<file path="src/design/utc2ep_pkg.sv">
// ----------------------------------------------------------------------------
// utc2ep_pkg
// shared widths, reciprocal constants and the month-start table for the
// utc calendar to epoch seconds converter
// ----------------------------------------------------------------------------
package utc2ep_pkg;

  localparam int YrsW   = 10;
  localparam int MonW   = 8;
  localparam int DayW   = 5;
  localparam int HourW  = 5;
  localparam int MinW   = 6;
  localparam int SecW   = 6;
  localparam int EpochW = 35;

  // division by 12 of an 8-bit month index: (n * 171) >> 11
  localparam int MonRecip = 171;
  localparam int MonShift = 11;
  localparam int MonProdW = 16;
  localparam int MonQW    = 5;

  // division by 100 of values up to 1044: (n * 5243) >> 19
  localparam int HunRecip = 5243;
  localparam int HunShift = 19;

  // years after 1900, including the month carry (0..1044)
  localparam int YearW = 11;

  // cumulative days before each month of a common year
  function automatic logic [8:0] month_start(input logic [3:0] m);
    logic [8:0] d;
    case (m)
      4'd0:    d = 9'd0;
      4'd1:    d = 9'd31;
      4'd2:    d = 9'd59;
      4'd3:    d = 9'd90;
      4'd4:    d = 9'd120;
      4'd5:    d = 9'd151;
      4'd6:    d = 9'd181;
      4'd7:    d = 9'd212;
      4'd8:    d = 9'd243;
      4'd9:    d = 9'd273;
      4'd10:   d = 9'd304;
      4'd11:   d = 9'd334;
      default: d = 9'd0;
    endcase
    return d;
  endfunction

endpackage

</file>
<file path="src/design/utc_calendar_to_epoch_seconds_core.sv">
// ----------------------------------------------------------------------------
// utc_calendar_to_epoch_seconds_core
// converts a broken-down utc time into seconds since the unix epoch
// ----------------------------------------------------------------------------
// path: an accepted item moves through the stage 1 to 6 registers to out_valid
// throughput: one item per cycle; the six stages all advance together
// and hold as a whole while a result sits stalled in the output register
// reset: synchronous, active low, clears every stage valid bit; payload
// registers are not reset
module utc_calendar_to_epoch_seconds_core (
  input  logic                              clk,
  input  logic                              rst_n,
  input  logic                              in_valid,
  output logic                              in_stall,
  input  logic [utc2ep_pkg::YrsW-1:0]       in_years_since_1900,
  input  logic [utc2ep_pkg::MonW-1:0]       in_month_index,
  input  logic [utc2ep_pkg::DayW-1:0]       in_day_of_month,
  input  logic [utc2ep_pkg::HourW-1:0]      in_hour_of_day,
  input  logic [utc2ep_pkg::MinW-1:0]       in_minute_of_hour,
  input  logic [utc2ep_pkg::SecW-1:0]       in_second_of_minute,
  output logic                              out_valid,
  input  logic                              out_stall,
  output logic [utc2ep_pkg::EpochW-1:0]     out_epoch_seconds
);
  import utc2ep_pkg::*;

  // days before 1970 in the year-times-365 term, the 1968 leap offset
  // folded into (y + 32) / 4 - 25, and the day-of-month base of one
  localparam int DayBias = 25550 + 25 + 1;
  localparam int DaysW   = 21;  // signed day count
  localparam int T1W     = 26;  // signed hours
  localparam int T2W     = 32;  // signed minutes
  localparam int T3W     = 38;  // signed seconds

  // whole pipe moves unless the result register holds a stalled item
  logic adv;
  assign adv      = !(out_valid && out_stall);
  assign in_stall = !adv;

  // --------------------------------------------------------------------------
  // stage 1: split month index into year carry and month of year
  // --------------------------------------------------------------------------
  logic [MonProdW-1:0] mon_prod;
  logic [MonQW-1:0]    mq_nxt;
  logic [7:0]          mq12;
  logic [3:0]          mrem_nxt;

  assign mon_prod = MonProdW'(in_month_index) * MonProdW'(MonRecip);
  assign mq_nxt   = mon_prod[MonShift +: MonQW];
  assign mq12     = 8'(mq_nxt) * 8'd12;
  assign mrem_nxt = 4'(in_month_index - mq12);

  logic               v1_r;
  logic [YrsW-1:0]    yrs1_r;
  logic [MonQW-1:0]   mq1_r;
  logic [3:0]         mrem1_r;
  logic [DayW-1:0]    day1_r;
  logic [HourW-1:0]   hour1_r;
  logic [MinW-1:0]    min1_r;
  logic [SecW-1:0]    sec1_r;

  always_ff @(posedge clk) begin
    if (!rst_n) begin
      v1_r <= 1'b0;
    end else if (adv) begin
      v1_r <= in_valid;
    end
  end

  always_ff @(posedge clk) begin
    if (adv) begin
      yrs1_r  <= in_years_since_1900;
      mq1_r   <= mq_nxt;
      mrem1_r <= mrem_nxt;
      day1_r  <= in_day_of_month;
      hour1_r <= in_hour_of_day;
      min1_r  <= in_minute_of_hour;
      sec1_r  <= in_second_of_minute;
    end
  end

  // --------------------------------------------------------------------------
  // stage 2: full year offset y = year - 1900, century quotients
  // qa = y / 100, qb = (y + 300) / 400 = ((y + 300) >> 2) / 100
  // --------------------------------------------------------------------------
  logic [YearW-1:0] y_nxt;
  logic [YearW-1:0] v_s2;
  logic [23:0]      qa_prod;
  logic [21:0]      qb_prod;
  logic [3:0]       qa_nxt;
  logic [2:0]       qb_nxt;

  assign y_nxt   = YearW'(yrs1_r) + YearW'(mq1_r);
  assign v_s2    = y_nxt + YearW'(300);
  assign qa_prod = 24'(y_nxt) * 24'(HunRecip);
  assign qb_prod = 22'(v_s2[YearW-1:2]) * 22'(HunRecip);
  assign qa_nxt  = qa_prod[HunShift +: 4];
  assign qb_nxt  = qb_prod[HunShift +: 3];

  logic               v2_r;
  logic [YearW-1:0]   y2_r;
  logic [3:0]         qa2_r;
  logic [2:0]         qb2_r;
  logic [3:0]         mrem2_r;
  logic [DayW-1:0]    day2_r;
  logic [HourW-1:0]   hour2_r;
  logic [MinW-1:0]    min2_r;
  logic [SecW-1:0]    sec2_r;

  always_ff @(posedge clk) begin
    if (!rst_n) begin
      v2_r <= 1'b0;
    end else if (adv) begin
      v2_r <= v1_r;
    end
  end

  always_ff @(posedge clk) begin
    if (adv) begin
      y2_r    <= y_nxt;
      qa2_r   <= qa_nxt;
      qb2_r   <= qb_nxt;
      mrem2_r <= mrem1_r;
      day2_r  <= day1_r;
      hour2_r <= hour1_r;
      min2_r  <= min1_r;
      sec2_r  <= sec1_r;
    end
  end

  // --------------------------------------------------------------------------
  // stage 3: day count relative to 1970-01-01, may be negative
  // --------------------------------------------------------------------------
  logic [YearW-1:0] v_s3;
  logic [YearW-1:0] y32;
  logic [18:0]      y365;
  logic [YearW-1:0] qa100;
  logic [8:0]       qb100;
  logic             div4, div100, div400, leap_adj;
  logic signed [DaysW-1:0] days_nxt;

  assign v_s3   = y2_r + YearW'(300);
  assign y32    = y2_r + YearW'(32);
  assign y365   = 19'(y2_r) * 19'd365;
  assign qa100  = YearW'(qa2_r) * YearW'(100);
  assign qb100  = 9'(qb2_r) * 9'd100;
  // leap tests run on y since 1900 and 1600 are multiples of 4 and 400
  assign div4   = (y2_r[1:0] == 2'b00);
  assign div100 = (y2_r == qa100);
  assign div400 = (v_s3[1:0] == 2'b00) && (v_s3[YearW-1:2] == qb100);
  // leap day not yet reached in january and february
  assign leap_adj = div4 && (!div100 || div400) && (mrem2_r < 4'd2);

  always_comb begin
    days_nxt = $signed(DaysW'(y365))
             - $signed(DaysW'(DayBias))
             + $signed(DaysW'(month_start(mrem2_r)))
             + $signed(DaysW'(y32[YearW-1:2]))
             - $signed(DaysW'(qa2_r))
             + $signed(DaysW'(qb2_r))
             - $signed(DaysW'(leap_adj))
             + $signed(DaysW'(day2_r));
  end

  logic                    v3_r;
  logic signed [DaysW-1:0] days3_r;
  logic [HourW-1:0]        hour3_r;
  logic [MinW-1:0]         min3_r;
  logic [SecW-1:0]         sec3_r;

  always_ff @(posedge clk) begin
    if (!rst_n) begin
      v3_r <= 1'b0;
    end else if (adv) begin
      v3_r <= v2_r;
    end
  end

  always_ff @(posedge clk) begin
    if (adv) begin
      days3_r <= days_nxt;
      hour3_r <= hour2_r;
      min3_r  <= min2_r;
      sec3_r  <= sec2_r;
    end
  end

  // --------------------------------------------------------------------------
  // stage 4: hours
  // --------------------------------------------------------------------------
  logic signed [T1W-1:0] days_ext;
  logic signed [T1W-1:0] t1_nxt;

  assign days_ext = {{(T1W-DaysW){days3_r[DaysW-1]}}, days3_r};
  assign t1_nxt   = days_ext * T1W'(24) + $signed(T1W'(hour3_r));

  logic                  v4_r;
  logic signed [T1W-1:0] t1_4_r;
  logic [MinW-1:0]       min4_r;
  logic [SecW-1:0]       sec4_r;

  always_ff @(posedge clk) begin
    if (!rst_n) begin
      v4_r <= 1'b0;
    end else if (adv) begin
      v4_r <= v3_r;
    end
  end

  always_ff @(posedge clk) begin
    if (adv) begin
      t1_4_r <= t1_nxt;
      min4_r <= min3_r;
      sec4_r <= sec3_r;
    end
  end

  // --------------------------------------------------------------------------
  // stage 5: minutes
  // --------------------------------------------------------------------------
  logic signed [T2W-1:0] t1_ext;
  logic signed [T2W-1:0] t2_nxt;

  assign t1_ext = {{(T2W-T1W){t1_4_r[T1W-1]}}, t1_4_r};
  assign t2_nxt = t1_ext * T2W'(60) + $signed(T2W'(min4_r));

  logic                  v5_r;
  logic signed [T2W-1:0] t2_5_r;
  logic [SecW-1:0]       sec5_r;

  always_ff @(posedge clk) begin
    if (!rst_n) begin
      v5_r <= 1'b0;
    end else if (adv) begin
      v5_r <= v4_r;
    end
  end

  always_ff @(posedge clk) begin
    if (adv) begin
      t2_5_r <= t2_nxt;
      sec5_r <= sec4_r;
    end
  end

  // --------------------------------------------------------------------------
  // stage 6: seconds, clamp instants before the epoch to zero, output register
  // --------------------------------------------------------------------------
  logic signed [T3W-1:0] t2_ext;
  logic signed [T3W-1:0] t3;
  logic [EpochW-1:0]     epoch_nxt;

  assign t2_ext    = {{(T3W-T2W){t2_5_r[T2W-1]}}, t2_5_r};
  assign t3        = t2_ext * T3W'(60) + $signed(T3W'(sec5_r));
  assign epoch_nxt = t3[T3W-1] ? '0 : t3[EpochW-1:0];

  logic              out_valid_r;
  logic [EpochW-1:0] epoch_r;

  always_ff @(posedge clk) begin
    if (!rst_n) begin
      out_valid_r <= 1'b0;
    end else if (adv) begin
      out_valid_r <= v5_r;
    end
  end

  always_ff @(posedge clk) begin
    if (adv) begin
      epoch_r <= epoch_nxt;
    end
  end

  assign out_valid         = out_valid_r;
  assign out_epoch_seconds = epoch_r;

endmodule

</file>
<file path="config.mk">
export PLATFORM = sky130hd
export DESIGN_NAME = utc_calendar_to_epoch_seconds_core
export DESIGN_NICKNAME = d
export VERILOG_FILES = /design/src/design/utc2ep_pkg.sv /design/src/design/utc_calendar_to_epoch_seconds_core.sv
export SDC_FILE = /design/constraint.sdc
export NUM_CORES = 1
export LEC_CHECK = 0
export ABC_AREA = 0
export BUFFER_PORTS_ARGS = -buffer_cell sky130_fd_sc_hd__buf_2
export CORE_ASPECT_RATIO = 0.9
export CORE_UTILIZATION = 40
export CTS_CLUSTER_DIAMETER = 60
export DETAILED_ROUTE_END_ITERATION = 10
export GPL_ROUTABILITY_DRIVEN = 1
export PLACE_DENSITY_LB_ADDON = 0.3
export SYNTH_ARGS = -nofsm -noshare
export SYNTH_HDL_FRONTEND = slang
export SYNTH_SLANG_ARGS = --single-unit
export TNS_END_PERCENT = 20
</file>
<file path="constraint.sdc">
create_clock -name clk -period 9.6 [get_ports clk]
set_clock_uncertainty 0.05 [all_clocks]
set_input_delay 0.96 -clock clk [delete_from_list [all_inputs] [get_ports clk]]
set_output_delay 0.96 -clock clk [all_outputs]
set_load 0.1 [all_outputs]
</file>
* Word level (Yosys, flattened, before mapping) *
Memory sizes are Yosys's and may differ from the RTL's. A register that Yosys moved wholly into a read port is not among the register bits.
Index checks and enable logic that the tools add are counted.

operators by class
  $add $sub $neg = 15
  reduce and logical (&&, ||, !) cells = 8
  $lt $le $gt $ge = 1
  mux-type cells = 1
  $mul = 10
  equal/unequal tests = 2

operators with widths
  operator                                                                count
  38-bit by 7-bit adder with 38-bit output                                1
  32-bit by 5-bit multiplier with 36-bit output (second input constant)   1
  32-bit by 7-bit adder with 32-bit output                                1
  26-bit by 5-bit multiplier with 30-bit output (second input constant)   1
  26-bit by 6-bit adder with 26-bit output                                1
  11-bit by 13-bit multiplier with 23-bit output (second input constant)  1
  21-bit by 3-bit multiplier with 23-bit output (second input constant)   1
  11-bit by 9-bit adder with 11-bit output (second input constant)        2
  9-bit by 13-bit multiplier with 22-bit output (second input constant)   1
  20-bit by 10-bit adder with 21-bit output                               1
  21-bit by 10-bit adder with 21-bit output                               1
  21-bit by 4-bit adder with 21-bit output                                1
  21-bit by 6-bit adder with 21-bit output                                1
  21-bit by 2-bit subtractor with 21-bit output                           1
  21-bit by 5-bit subtractor with 21-bit output                           1
  19-bit by 15-bit subtractor with 20-bit output (second input constant)  1
  11-bit by 9-bit multiplier with 19-bit output (second input constant)   1
  8-bit by 8-bit multiplier with 16-bit output (second input constant)    1
  10-bit by 5-bit adder with 11-bit output                                1
  11-bit by 6-bit adder with 11-bit output (second input constant)        1
  11-bit == test                                                          1
  9-bit == test                                                           1
  4-bit by 5-bit multiplier with 9-bit output (second input constant)     1
  3-bit by 5-bit multiplier with 7-bit output (second input constant)     1
  other kinds (8)                                                         12

word-level totals
  logic and storage cells = 69
  output and inout port bits = 37
  bits in registers = 240
  bits in read-only memories = 144
  memories kept = 1
  input port bits = 44

memory list
  memory            depth  width  rd ports  clocked after memory_dff  write ports  RTL line          source
  (name not given)  16     9      1         1                         0            utc2ep_pkg.sv:32  case (m)

* Logic depth before layout (Yosys ltp) *
Gate-level depths: netlist (run 1).

  depth after elaboration = 8
  gate-level depth with buffers = 32
  gate-level depth less buffers = 32

* Worst setup path after synthesis (run 1) *
No wires, ideal clock.

  path type = input to register
  from = input out_stall
  to = register with a tool-made name
  data arrival time = 9.460 ns
  cell stages on the path = 6
  library setup time = 0.122 ns
  setup slack = -0.031 ns
  required time = 9.428 ns
  buffers on the path = 1
  path through = nand2_1 > clkbuf_1 > mux2i_1 > nand2_1 > a21oi_1 > a31o_2

RTL lines
  item                RTL line                                  source
  start: declaration  utc_calendar_to_epoch_seconds_core.sv:22  input logic out_stall,

* Worst setup path in the final report (run 1) *
  from = register y2_r[6]
  to = register days3_r[19] (data pin)

on the way
  cells in the longest elaborated chain, start to end = 8
  elaborated cells on any way between the ends = 17
  those cells by class = add/sub: 9; mul: 1; eq/ne: 2; reduce/logical: 5

RTL lines
  item                                                                                                              RTL line                                                                              source
  start: declaration                                                                                                utc_calendar_to_epoch_seconds_core.sv:101                                             logic [YearW-1:0] y2_r;
  start signal: assignment                                                                                          utc_calendar_to_epoch_seconds_core.sv:120                                             y2_r <= y_nxt;
  11-bit by 9-bit multiplier with 19-bit output / 11-bit by 9-bit adder with 11-bit output (equally long branches)  utc_calendar_to_epoch_seconds_core.sv:144, utc_calendar_to_epoch_seconds_core.sv:142
  19-bit by 15-bit subtractor with 20-bit output / 9-bit == test (equally long branches)                            utc_calendar_to_epoch_seconds_core.sv:156, utc_calendar_to_epoch_seconds_core.sv:150
  20-bit by 10-bit adder with 21-bit output / 1-bit logical AND (equally long branches)                             utc_calendar_to_epoch_seconds_core.sv:157, utc_calendar_to_epoch_seconds_core.sv:150
  21-bit by 10-bit adder with 21-bit output / 1-bit logical OR (equally long branches)                              utc_calendar_to_epoch_seconds_core.sv:158, utc_calendar_to_epoch_seconds_core.sv:152
  21-bit by 5-bit subtractor with 21-bit output / 1-bit logical AND (equally long branches)                         utc_calendar_to_epoch_seconds_core.sv:159, utc_calendar_to_epoch_seconds_core.sv:152
  21-bit by 4-bit adder with 21-bit output / 1-bit logical AND (equally long branches)                              utc_calendar_to_epoch_seconds_core.sv:160, utc_calendar_to_epoch_seconds_core.sv:152
  21-bit by 2-bit subtractor with 21-bit output (*)                                                                 utc_calendar_to_epoch_seconds_core.sv:161                                             - $signed(DaysW'(leap_adj))
  21-bit by 6-bit adder with 21-bit output (*)                                                                      utc_calendar_to_epoch_seconds_core.sv:162                                             + $signed(DaysW'(day2_r));
  net days_nxt[19]                                                                                                  utc_calendar_to_epoch_seconds_core.sv:140                                             logic signed [DaysW-1:0] days_nxt;
  end signal: assignment                                                                                            utc_calendar_to_epoch_seconds_core.sv:181                                             days3_r <= days_nxt;
  end: declaration                                                                                                  utc_calendar_to_epoch_seconds_core.sv:166                                             logic signed [DaysW-1:0] days3_r;

Mark *: on every way through the listed nets, which the timed path passes. The rest lies on a longest branch.
A chain may end at the register's enable or synchronous reset.

==> results by group, run 1 <==
STA
  • Fin. Hold Viols: 0
  • Setup TNS after final layout: 0 ps
  • RSZ-0062 raised after global routing: false
  • Max Clock Freq: 134 MHz
  • Fin. max-slew vios: 0
  • Fin crit period: 7440 ps
  • Setup violators final: 0
  • Hold WS: 356 ps
  • Worst Tran Pin Value: 967 ps
  • Final worst-path cycle share: a little under 80%
  • Headroom to the max-slew limit: a little over a third

Synth
  • Top cell type's share of synthesized area: 24.8%
  • Post-synthesis cell area: approximately 28000 sq um
  • Netlist cell types: 77
  • Main synth FF type: edfxtp_1
  • #FFs+latches synth: 249
  • Seq/Total Area, Yosys: 25.8%
  • Post-synth ARST share: 0%
  • Syn nets: 3543
  • Synth top area cells: edfxtp_1 25%, ha_1 21%, fa_1 18%
  • EDFF count, synth: 234
  • Area leader, netlist: edfxtp_1
  • Syn Inst Count: 2782
  • Yosys warning count: 0
  • Syn Area/Cell: 10.2 sq um

Setup path
  • Worst-path fanout max: 8
  • CP endpoint kind: register
  • Worst EP arrival: 7670 ps
  • Worst Path Buf+Inv: 6
  • WP data required: 9830 ps
  • Critical path's slowest cell: edfxtp_1
  • Critical path's top delay family: adder cells
  • Crit path kind: reg -> reg
  • Crit start category: register
  • Slowest cell delay on critical path: 550 ps

Layout
  • Most frequent cells in the layout: 621 x inv_1, 469 x ha_1, 248 x fa_1
  • Layout overhead on the synthesized area: 9.82%
  • ANT cells: 0
  • Finished Layout Cells: 3847
  • Storage cell area: 7330 sq um
  • Area of the multi-input gates: roughly 19000 sq um
  • Post-layout util: 44.4%
  • Most common cell after layout, fill and taps aside: inv_1
  • Share of cells above drive strength 1: under 10%
  • Nets: 3640
  • Number of fill cells in the layout: 6692

Clock network
  • CTS hold repair buffers: 0
  • Reg clk slew, reported paths: 60 ps
  • Clock Latency Late Sink: 560 ps
  • Clock Path Buffers: 3
  • CTS sink count: 249
  • Setup Fix Bufs, Post-CTS: 0
  • Root Driver: clkbuf_16
  • Post_cts resized: 0
  • CTS tree: yes
  • Max H-tree Level: 2
  • CTS Buf Count: 36

Floorplan
  • Die width: 283 um
  • Starting density of the core: 40.4%
  • Core ar.: 70100 sq um
  • Ports: between 80 and 90
  • # rows: 92
  • Die ar.: 71900 sq um
  • Die Y: 255 um

Global routing
  • Initial antenna violation count: 0
  • Largest net degree at the start of global routing: 69
  • First-pass GRT wire length: 85500 um
  • GRT Total Usage: 14.2%
  • GRT Residual Overflow: 0
  • Number of global-route vias before repair: 18.7k

Hold path
  • Worst min path class: reg -> reg

Outcome
  • Status: finished clean

Routing
  • # DRC: 0
  • Antenna-violating nets left: 0
  • DRT Wirelength: 48200 um
  • WL met3: 1190 um
  • Wire length per cell: between 10 and 15 um
  • Initial DRC count: 720
  • DR vias: 18.3k
  • Met2 wire length: 23800 um
  • TritonRoute pass-1 iters: 5
  • Met1 wire length: ~22000 um
  • Max Used Layer: met4
  • Vias per cell: 4.76

Placement
  • Placed cell count: roughly 3.8k
  • Buffers on Ports: 80
  • Final HPWL DP: 40100 um
  • Routability cong.: 0.881

Job
  • Max Cap Viol: 0
-- flip-flops by register name (all words and copies together) (netlist names), 10 cells and up, named ones only --
name / count
t2_5_r: 32
out_epoch_seconds: 35
days3_r: 21
yrs1_r: 10
y2_r: 11
t1_4_r: 26
-- final cells by class --
type / count / share of cell area, %
Clock buffer: 41 / 3.09
Clock inverter: 25 / 1.15
Inverter: 621 / 7.49
Timing Repair Buffer: 87 / 1.46
Sequential cell: 249 / 23.5
Multi-Input combinational cell: 1884 / 59.5
Tap cell: 940 / 3.78
-- cell usage after synthesis, types with 16 or more instances --
| cell | n |
|---|---|
| a21oi_1 | 105 |
| ha_1 | 469 |
| nor2b_1 | 25 |
| inv_1 | 621 |
| nand3_1 | 54 |
| o21a_1 | 25 |
| edfxtp_1 | 234 |
| nor3_2 | 31 |
| and3_1 | 16 |
| o21ai_0 | 67 |
| nand2_1 | 122 |
| nand4_1 | 21 |
| a21o_1 | 54 |
| clkbuf_1 | 19 |
| xor2_1 | 90 |
| xnor2_1 | 153 |
| nor3_1 | 48 |
| fa_1 | 248 |
| nor2_1 | 90 |
| a211oi_1 | 16 |
-- cell families (layout without fill, tap and decap cells) --
group | count (synthesis) | count (layout) | synth area share [%]
flip-flops | 249 | 249 | 25.8
buffers and inverters | 649 | 774 | 8.83
adder cells (fa/ha/maj) | 717 | 717 | 38.2
AND/OR/NAND/NOR | 514 | 514 | 9.86
AO/OA/AOI/OAI | 399 | 399 | 9.34
multiplexers | 11 | 11 | 0.397
XOR/XNOR | 243 | 243 | 7.51
-- worst register-to-register path, delay by kind of cell (launching register included) --
family                   cells  cell delay [ps]
XOR/XNOR                     3              430
AND/OR/NAND/NOR              1              120
adder cells (fa/ha/maj)     10             3830
AO/OA/AOI/OAI                7             1860
buffers and inverters        6              340
flip-flops                   1              550
-- worst paths after layout --
check / start / endpoint / slack, ps / cells after the start
worst max-delay path: y2_r[6]$_DFFE_PN_ / days3_r[19]$_DFFE_PN_ / 2160 / 27
worst min-delay path: hour3_r[1]$_DFFE_PN_ / t1_4_r[1]$_DFFE_PN_ / 360 / 0
worst max register to register: y2_r[6]$_DFFE_PN_ / days3_r[19]$_DFFE_PN_ / 2160 / 27
worst min register to register: hour3_r[1]$_DFFE_PN_ / t1_4_r[1]$_DFFE_PN_ / 360 / 0
-- per-layer routing --
| metal | up-vias | GRT usage [%] |
|---|---|---|
| met5 | - | 0 |
| li1 | 9543 | - |
| met4 | 0 | 4.57 |
| met3 | 77 | 1.79 |
| met2 | 169 | 26.0 |
| met1 | 8535 | 17.3 |
-- metrics by stage --
stage | area, sq um | setup slack, ps
2_1_floorplan | 28300 | 2660
3_3_place_gp | 29800 | 2290
3_5_place_dp | 29800 | 2140
4_1_cts | 31100 | 2110
5_1_grt | 31100 | 1740
6_report | 31100 | 2160
Power of run 1 is left out: the tool's default activity adds up to more than one toggle a clock period on the data nets, which glitch-free logic cannot reach.
==> inputs of run 2 (changes only) <==
==> constraint.sdc (replaced) <==
create_clock -name clk -period 7.1 [get_ports clk]
set_clock_uncertainty 0.05 [all_clocks]
set_input_delay 0.71 -clock clk [delete_from_list [all_inputs] [get_ports clk]]
set_output_delay 0.71 -clock clk [all_outputs]
set_load 0.1 [all_outputs]
==> results by group, run 2 (same netlist as run 1, synthesis figures left out) <==
Outcome
  • Status: finished clean

STA
  • Fin. max-slew vios: 0
  • RSZ-0062 raised after global routing: true
  • Fin. Hold Viols: 0
  • Fin crit period: between 7000 and 8000 ps
  • Final worst-path cycle share: around 100%
  • Headroom to the max-slew limit: between 30 and 40%
  • Setup violators final: 0
  • Max Clock Freq: 141 MHz
  • Worst Tran Pin Value: 997 ps
  • Setup TNS after final layout: 0 ps

Clock network
  • Clock Path Buffers: 3
  • CTS Buf Count: 31
  • Clock Latency Late Sink: between 500 and 600 ps
  • Max H-tree Level: 1
  • CTS sink count: 249
  • Root Driver: clkbuf_16
  • Reg clk slew, reported paths: 60 ps
  • CTS hold repair buffers: 0
  • CTS tree: yes

Placement
  • Routability cong.: a little under 0.9
  • Final HPWL DP: 40300 um
  • Buffers on Ports: 80

Floorplan
  • Die width: 283 um
  • Core ar.: 70100 sq um
  • Die Y: between 200 and 300 um
  • # rows: 92
  • Starting density of the core: 40.4%
  • Ports: 81
  • Die ar.: 71900 sq um

Job
  • Max Cap Viol: 0

Setup path
  • Worst Path Buf+Inv: 5
  • Slowest cell delay on critical path: between 500 and 600 ps
  • Most used cell, CP: ha_1
  • Critical path's top delay family: adder cells
  • Worst EP arrival: roughly 7400 ps
  • CP endpoint kind: register
  • Reg2reg setup slack: 10 ps
  • Crit start category: register
  • WP data required: 7390 ps
  • Worst-path fanout max: 7
  • Crit path kind: reg -> reg
  • Critical path's slowest cell: fa_1
  • Crit path cell chain: buf_4, ha_1, fa_1, fa_1, inv_1, fa_1, inv_1, ha_1, xnor2_2, xor2_1, ha_1, inv_1, ha_1, inv_1, fa_1, ha_1, ha_1, a21o_1, o21a_1, o31a_1, o41a_1, a41o_1, o41ai_2, xnor2_1

Routing
  • Vias per cell: 4.75
  • Initial DRC count: 722
  • # DRC: 0
  • Wire length per cell: 12.5 um
  • DR vias: 18.6k
  • DRT Wirelength: around 49000 um
  • TritonRoute pass-1 iters: 5
  • Antenna-violating nets left: 0

Global routing
  • First-pass GRT wire length: 85300 um
  • Number of global-route vias before repair: between 15k and 20k
  • GRT Total Usage: 14.1%
  • Largest net degree at the start of global routing: 188
  • GRT Residual Overflow: 0
  • Initial antenna violation count: 0

Hold path
  • Worst min path class: in -> reg

Layout
  • Layout overhead on the synthesized area: 11.4%
  • Share of cells above drive strength 1: approximately 10%
  • Most common cell after layout, fill and taps aside: inv_1
  • ANT cells: 0
  • Max FFs per register: 35
  • Most frequent cells in the layout: 617 x inv_1, 462 x ha_1, 245 x fa_1
  • Nets: 3701
## run 2: cell count changes in the layout (fill, tap and decap cells not counted), moves of 5 or more
cell and delta:
buf_4 +63, ha_1 -7, a21oi_1 -5, ha_4 +6
clkbuf_16 -7
## run 2: cell type report
type	count	area, sq um
clock buffers	33	783
clock inverters	24	258
fillers	6681	38500
inverters	621	2330
multi-input cells	1884	18700
flip-flops and latches	249	7330
well taps	940	1180
repair buffers	153	977
## run 2: repair_timing
| item | in CTS | in global routing |
|---|---|---|
| pin swaps | 0 | 27 |
| gates resized for setup | 1 | 40 |
| endpoints found under the setup margin | 1 | 12 |
| buffers inserted | 0 | 8 |
## run 2: worst paths after layout
kind / start / to / depth (start not counted)
max: y2_r[6]$_DFFE_PN_ / days3_r[19]$_DFFE_PN_ / 24
min: in_second_of_minute[3] / sec1_r[3]$_DFFE_PN_ / 1
max reg2reg: y2_r[6]$_DFFE_PN_ / days3_r[19]$_DFFE_PN_ / 24
min reg2reg: hour3_r[1]$_DFFE_PN_ / t1_4_r[1]$_DFFE_PN_ / 0
## run 2: worst register-to-register path, delay by kind of cell, from the launching register on
kind	cells	cell delay, ps
adder cells (fa/ha/maj)	10	3810
AO/OA/AOI/OAI	6	1720
XOR/XNOR	3	480
flip-flops	1	420
buffers and inverters	5	370
## run 2: stage by stage
step                hold slack, ps  cell area, sq um  instances  util (%)  worst slack [ps]
floorplan                      350             28300       2782         -               164
global placement               351             30300       3839      43.2              61.1
CTS                            183             31300       3896      44.7              7.33
finish                         229             31600       3904      45.0              12.9
detailed placement             355             30300       3839      43.2             -60.6
global route                   178             31600       3904      45.0              -267
## run 2: per-layer routing
layer	global-route usage, %	part of all wire, %
met4	3.66	2.4
met1	17.0	45
met5	0	0
met2	26.4	51
met3	1.53	2.2
Power of run 2 is left out for the same reason.
